<file path="src/rtl/hcs_ram.sv">
// ----------------------------------------------------------------------------
// hcs_ram
// Generic single-port-write, single-read RAM with registered read data.
// ----------------------------------------------------------------------------
module hcs_ram #(
  parameter int unsigned Width = 32,
  parameter int unsigned Depth = 8
) (
  input  logic                     clk_i,
  input  logic                     we_i,
  input  logic [$clog2(Depth)-1:0] waddr_i,
  input  logic [Width-1:0]         wdata_i,
  input  logic [$clog2(Depth)-1:0] raddr_i,
  output logic [Width-1:0]         rdata_o
);
  logic [Width-1:0] mem_q [Depth];

  always_ff @(posedge clk_i) begin
    if (we_i) begin
      mem_q[waddr_i] <= wdata_i;
    end
    rdata_o <= mem_q[raddr_i];
  end
endmodule

</file>
<file path="config.mk">
export PLATFORM = sky130hd
export DESIGN_NAME = hcs_ram
export DESIGN_NICKNAME = d
export VERILOG_FILES = /design/src/rtl/hcs_ram.sv
export SDC_FILE = /design/constraint.sdc
export NUM_CORES = 1
export LEC_CHECK = 0
export BUFFER_PORTS_ARGS = -buffer_cell sky130_fd_sc_hd__buf_2
export CORE_ASPECT_RATIO = 0.9
export CORE_MARGIN = 4
export CORE_UTILIZATION = 45
export CTS_CLUSTER_SIZE = 20
export DETAILED_ROUTE_END_ITERATION = 12
export MAX_ROUTING_LAYER = met4
export PLACE_DENSITY = 0.73
export REMOVE_ABC_BUFFERS = 1
export SLEW_MARGIN = 30
export SYNTH_ARGS = -nofsm -noshare
export SYNTH_HDL_FRONTEND = slang
export SYNTH_SLANG_ARGS = --single-unit
</file>
<file path="constraint.sdc">
create_clock -name clk_i -period 3.3 [get_ports clk_i]
set_input_delay 0.33 -clock clk_i [delete_from_list [all_inputs] [get_ports clk_i]]
set_output_delay 0.33 -clock clk_i [all_outputs]
set_load 0.1 [all_outputs]
</file>
==> results.cfg <==
[clocking]
cts_tree = yes
clk_path_buf_depth = 3
hold_buffers = 0
clkTransAtPathRegs_ps = 60
clock_sinks = 288
clockRootBuffer = clkbuf_16
cts_setup_buffers = 0
htreeDepth = 1
insertion_delay_ps = 520
cts_resized = 0
cts_buffers = 27

[sta]
worst_pin_slew_ps = 1010
slew_viol_final = 0
timing.hold.ws_ps = 73.36
fin_crit_ps = 1661
finalSetupTns_ps = 0
slew_headroom_pct = 32.64
max_freq_mhz = 601.9
setup_ws_ps = 1639
setup_viol = 0
final.period_utilization_pct = 50.35
hold_violations = 0
clock_skew_ps = 6.599
rsz0062_at_grt = no

[critical_path]
path_delay_family = buffers and inverters
cp.required_ps = 2970
critPathMaxStageDelay_ps = 440
start_kind = register
end_kind = output pin
path_class = reg2out
critPathSlowestCell = buf_2
arrival_ps = 1330
worst-path-buf-inv = 1
path_max_fanout = 1
ff2ff_setup_slack_ps = 2010
cp_cell_sequence = buf_2

[layout]
final_common_cell = edfxtp_1
final_util_pct = 53.53
fillCellCount = 1673
nets = 550
ff_latch_area_um2 = 8328
postLayoutCellArea_um2 = 12150
drive_gt1_share_pct = 35.66
area_growth_syn_to_layout_pct = 16.13
mostFrequentLayoutCells = edfxtp_1 (256), buf_2 (70), mux4_1 (40)
finalNonFillerCells = 831
multi_input_area_um2 = 2066

[die]
die_y_um = 152.7
rows = 52
core-area_um2 = 22710
start_util_pct = 46.09
die_x_um = 168.8
dieArea_um2 = 25770
pin_count = 72

[placed_design]
dp_hpwl_um = 10310
place_ws_ps = 1108
gp_congestion = 0.6981
dp_cells = 778
port_buffers = 71
dpl_cell_area_um2 = 11250

[power_and_ir_drop]
p_per_area_nw_per_um2 = 652.5
leakagePower_nw = 4.115
power_mw = 7.930
max-vdd-ir-drop_mv = 0.4712

[routing]
drt-total-wl_um = 18880
antenna_left = 0
vias_per_cell = 5.456
wl_per_cell_um = 22.72
vias = 4534
drcViolationCount = 0
drtIter0Drc = 354
drt_pass1_iterations = 4

[synthesis]
ys_ff_latch = 288
synth_top_area_share_pct = 73.45
ys.warnings.count = 0
avgSynthCellArea_um2 = 25.22
yosysSeqAreaShare_pct = 79.57
synth_area_leader_cell = edfxtp_1
yosysUniqueCellTypes = 13
syn_area_um2 = 10470
synthCells = 415
synthTopCellsByArea = edfxtp_1 (73%), mux4_1 (10%), dfxtp_1 (6.1%), mux4_2 (5.2%), mux2_2 (3.4%)

[grt]
grt_pass1_wl_um = 28430
grt_use_met2_pct = 24.12
antenna_found_initial = 4
grt_max_degree = 41
track_usage_pct = 14.93
grt_use_met1_pct = 19.86
overflow = 0
busiest_layer = met2
grt_pass1_vias = 4724
met3_usage_pct = 3.398

[worst_hold_path]
hold_path.class = in2reg

[outcome]
status = completed

[flow_run]
maxCapViolations = 0
## area by class of cell
class                           count  area share (%)
Timing Repair Buffer               84           3.953
Clock inverter                     16           1.482
Multi-Input combinational cell    109           17.00
Clock buffer                       33           5.909
Sequential cell                   288           68.52
Tap cell                          297           3.057
Antenna cell                        4         0.08236
## report_power, final
part / internal [mW] / switching (mW)
clock: 1.85 / 1.24
sequential: 4.12 / 0.0409
combinational: 0.183 / 0.493
## registers in the layout (all words and copies together) (netlist names)
| signal | count |
|---|---|
| mem_q | 256 |
| rdata_o | 32 |
## worst register-to-register path, stage by stage, from the launching register on
cell,delay (ps)
edfxtp_1,410
mux4_2,500
mux2_2,270
## cell usage after synthesis (all sizes together)
cell type,count
edfxtp,256
nand2,2
buf,17
mux2,32
nand2b,3
nor2,6
dfxtp,32
clkbuf,1
nor3,2
mux4,64
## path summary, 6_finish.rpt
kind / from / end / cells after the start
max: rdata_o[0] / rdata_o[0] / 1
min: wdata_i[10] / mem_q[6][10] / 1
max reg2reg: mem_q[5][27] / rdata_o[27] / 2
min reg2reg: mem_q[7][23] / rdata_o[23] / 2
## metal layers
layer	routed length [um]	vias to the layer above
met5	0	-
met4	342	0
met3	967	30
met2	9482	123
met1	8091	2401
li1	-	1980
## kinds of logic (layout without fill, tap and decap cells)
kind of cell / after synthesis / count (layout) / synth area share, %
buffers and inverters: 18 / 133 / 1.219
DFF: 288 / 288 / 79.57
other: 0 / 4 / 0
muxes: 96 / 96 / 18.65
and+or+nand+nor: 13 / 13 / 0.5619
No activity file was read; power rests on OpenSTA's default activity.
