File: config.mk
export PLATFORM = sky130hd
export DESIGN_NAME = hcs_mul
export DESIGN_NICKNAME = d
export VERILOG_FILES = /design/src/rtl/hcs_pkg.sv /design/src/rtl/hcs_mul.sv
export SDC_FILE = /design/constraint.sdc
export NUM_CORES = 2
export LEC_CHECK = 0
export BUFFER_PORTS_ARGS = -buffer_cell sky130_fd_sc_hd__buf_2
export CORE_MARGIN = 1
export CORE_UTILIZATION = 45
export DETAILED_ROUTE_END_ITERATION = 7
export GPL_TIMING_DRIVEN = 0
export PLACE_DENSITY = 0.57
export SKIP_LAST_GASP = 1
export SYNTH_ARGS = -nofsm -noshare
export SYNTH_HDL_FRONTEND = slang
export SYNTH_SLANG_ARGS = --single-unit
File: constraint.sdc
create_clock -name clk_i -period 9.4 [get_ports clk_i]
set_input_delay 1.41 -clock clk_i [delete_from_list [all_inputs] [get_ports clk_i]]
set_output_delay 1.41 -clock clk_i [all_outputs]
set_load 0.01 [all_outputs]
File: src/rtl/hcs_pkg.sv
// ----------------------------------------------------------------------------
// hcs_pkg
// Shared constants and helpers of the Heun characteristic step block.
// ----------------------------------------------------------------------------
package hcs_pkg;

  localparam int unsigned FRAC_BITS = 24;
  localparam int unsigned MAX_OUT   = 8;

  localparam logic [2:0] ACT_BIRTH = 3'd0;
  localparam logic [2:0] ACT_DEATH = 3'd1;
  localparam logic [2:0] ACT_MIGR  = 3'd2;
  localparam logic [2:0] ACT_Q     = 3'd3;
  localparam logic [2:0] ACT_STEP  = 3'd4;
  localparam logic [2:0] ACT_READ  = 3'd5;

  localparam logic signed [31:0] ONE_Q = 32'sh0100_0000;

  // saturate a 40-bit signed value to 32 bits
  function automatic logic [32:0] sat40(input logic signed [39:0] v);
    logic [32:0] r;
    if (v > 40'sh00_7FFF_FFFF) begin
      r = {1'b1, 32'h7FFF_FFFF};
    end else if (v < -40'sh00_8000_0000) begin
      r = {1'b1, 32'h8000_0000};
    end else begin
      r = {1'b0, v[31:0]};
    end
    return r;
  endfunction

endpackage

File: src/rtl/hcs_mul.sv
// ----------------------------------------------------------------------------
// hcs_mul
// Shared Q8.24 multiplier: registered 33x32 product, then round and clip.
// ----------------------------------------------------------------------------
module hcs_mul import hcs_pkg::*; (
  input  logic               clk_i,
  input  logic signed [32:0] a_i,
  input  logic signed [31:0] b_i,
  input  logic               half_i,   // shift 25 instead of 24, no clip
  output logic [32:0]        res_o     // {clip, q}, always shifted by 24
  ,output logic signed [39:0] wide_o
);
  logic signed [64:0] prod_q;
  logic               half_q;
  logic signed [64:0] rnd;
  logic signed [64:0] rnd2;

  always_ff @(posedge clk_i) begin
    prod_q <= a_i * b_i;
    half_q <= half_i;
  end

  assign rnd  = (prod_q + 65'sd8388608) >>> FRAC_BITS;
  assign rnd2 = (prod_q + 65'sd16777216) >>> (FRAC_BITS + 1);
  assign res_o = sat40(rnd[64:40] == {25{rnd[39]}} ? rnd[39:0]
                       : (rnd[64] ? 40'sh80_0000_0000 : 40'sh7F_FFFF_FFFF));
  assign wide_o = half_q ? rnd2[39:0] : rnd[39:0];
endmodule

==> metrics.yaml <==
wl_per_cell_um: 26.73
die_h_um: 300.1
final_common_cell: "fa_1"
final-hold-violation-count: 0
gr-usage-all-layers_pct: 34.95
layout_common_cells: "fa_1 (1105), inv_1 (998), nand2_1 (569)"
postSynthCellCount: 4382
grt_pass1_vias: 33620
synth-edff-count: 0
cp.arrival_ps: 9370
hp-class: "in2reg"
synthFlopType: "dfxtp_1"
htree_levels: 2
boundaryPins: 140
dpl.cell_count: 5676
grt_antenna_before_repair: 24
postSynth.asyncResetShare_pct: 0
syn_nets: 5744
cts_inserted_buffers: 5
synthTopCellsByArea: "fa_1 (56%), inv_1 (9.4%), and2_1 (8.2%)"
core_um2: 87430
cp.depth: 22
cp_common_cell: "fa_1"
root_buffer: "clkbuf_16"
critPathSlowestCell: "clkbuf_1"
place_ws_ps: -1706
overflow: 0
rows: 108
rsz0062_at_grt: "true"
period_needed_ps: 9196
drt_first_pass_iters: 6
dieArea_um2: 90040
cp.buffers_inverters: 3
drc_errors: 0
final_layout_size_suffix_gt1_share_pct: 8.014
cts_sinks: 43
period_share_pct: 97.83
worstSetupPathType: "in2reg"
ant_nets: 0
cp.required_ps: 9570
worst_path_largest_cell_delay_ps: 710
yosysWarnings: 0
start_util_pct: 45.73
path_max_fanout: 10
gp_congestion: 1.006
grt_pass1_wl_um: 223300
synth-seq-cells: 43
cap_violations: 0
grt_max_degree: 26
port_buffers: 139
final_net_count: 5903
cts_buffer_depth: 2
tightest_slew_ps: 1176
cts_hold_buf: 0
holdPathStages: 1
yosys.area.top_type_share_pct: 55.63
die_x_um: 300.1
syn_area_per_cell_um2: 9.123
synthToLayoutAreaGrowth_pct: 6.951
dp_hpwl_um: 126200
setup_viol: 0
yosysTopAreaCell: "fa_1"
maxSlewHeadroom_pct: 21.63
drt_iter0_drc: 2693
synth_cell_type_count: 76
fmax_mhz: 108.7
critPathLaunchType: "primary input"
drt_wl_total_um: 152600
vias: 31320
worst_slack_ps: 204.3
status: "complete, no violations"
drv_slew: 0
instances_no_fill: 5709
clk_pin_slew_worst_paths_ps: 60
routed_via_density: 5.486
crit_path_cell_trace: "buf_2, clkbuf_1, nand2_1, fa_1, inv_1, fa_1, fa_1, fa_1, fa_1, fa_1, fa_1, fa_1, ha_1, nand3_1, nor2_1, a221o_1, or2_2, nor3b_4, nor2_1, o2111ai_2, nand2_1, a311oi_1"
cts_tree: "yes"
worst_setup_path_end_kind: "flop"
synth_area_um2: 39980
ys_seq_area_share_pct: 2.153
critPathTopFamily: "adder cells"
[what timing repair did]
action / 4_1_cts / 5_1_grt
endpoints found under the setup margin: 25 / 15
resized for setup: 133 / 127
endpoints found under the hold margin: 0 / 0
buffers inserted: 6 / 7
pin swaps: 1 / 1
cloned: 0 / 0
[layout make-up]
| cell class | instances | area, um2 |
|---|---|---|
| multi-input combinational | 3093 | 34480 |
| antenna | 12 | 30.03 |
| buffer | 241 | 1199 |
| tap | 1155 | 1445 |
| sequential | 43 | 860.8 |
| timing repair buffer | 152 | 793.3 |
| clock buffer | 5 | 125.1 |
| fill | 8566 | 44670 |
| clock inverter | 3 | 46.29 |
| inverter | 1005 | 3780 |
[synthesized netlist by cell type (all sizes together), types with 3 or more instances]
cell	instances
and2	527
xor2	39
ha	184
and3	17
fa	1111
nor3b	3
a211oi	4
or3	6
nand3	41
a21oi	88
clkbuf	214
inv	1004
and4	8
mux2i	7
nor3	22
xnor2	80
o21a	4
nor2	150
nand4	31
o41ai	3
o31ai	3
o22ai	3
nor2b	7
nor4	5
a21o	31
a31oi	13
o21bai	14
nand2	569
o21ai	68
buf	27
nor4b	4
dfxtp	43
nand2b	8
nand3b	4
a311oi	5
or2	3
[kinds of logic after synthesis]
family / synth area share, %
XOR/XNOR: 2.654
buffers and inverters: 11.83
flip-flops: 2.153
adder cells (fa/ha/maj): 61.39
AO/OA/AOI/OAI: 4.044
multiplexers: 0.2316
AND/OR/NAND/NOR: 17.69
[sequential cells by signal, indices dropped and copies added, names as in the netlist]
signal and count:
half_q 1, prod_q 42
[per-stage QoR]
step	hold WS (ps)	util [%]	setup TNS, ps	area (um2)
6_report	1217	48.91	0	42760
3_5_place_dp	1517	48.18	-21020	42120
3_3_place_gp	1515	48.18	-20650	42120
2_1_floorplan	1438	-	0	39980
4_1_cts	1212	48.65	0	42540
5_1_grt	1213	48.88	-21.41	42730
[worst paths after layout]
path,from,to
worst min-delay path,half_i,half_q$_DFF_P_
worst max-delay path,b_i[27],prod_q[51]$_DFF_P_
[per-layer routing]
metal  part of all wire, %  global-route usage [%]
met3                   9.1                   5.911
met4                   7.3                   19.76
met2                    45                   55.69
met1                    38                   45.29
met5                 0.025                       0
Power is left out: the tool's default activity adds up to more than one toggle a clock period on the data nets, which glitch-free logic cannot reach.
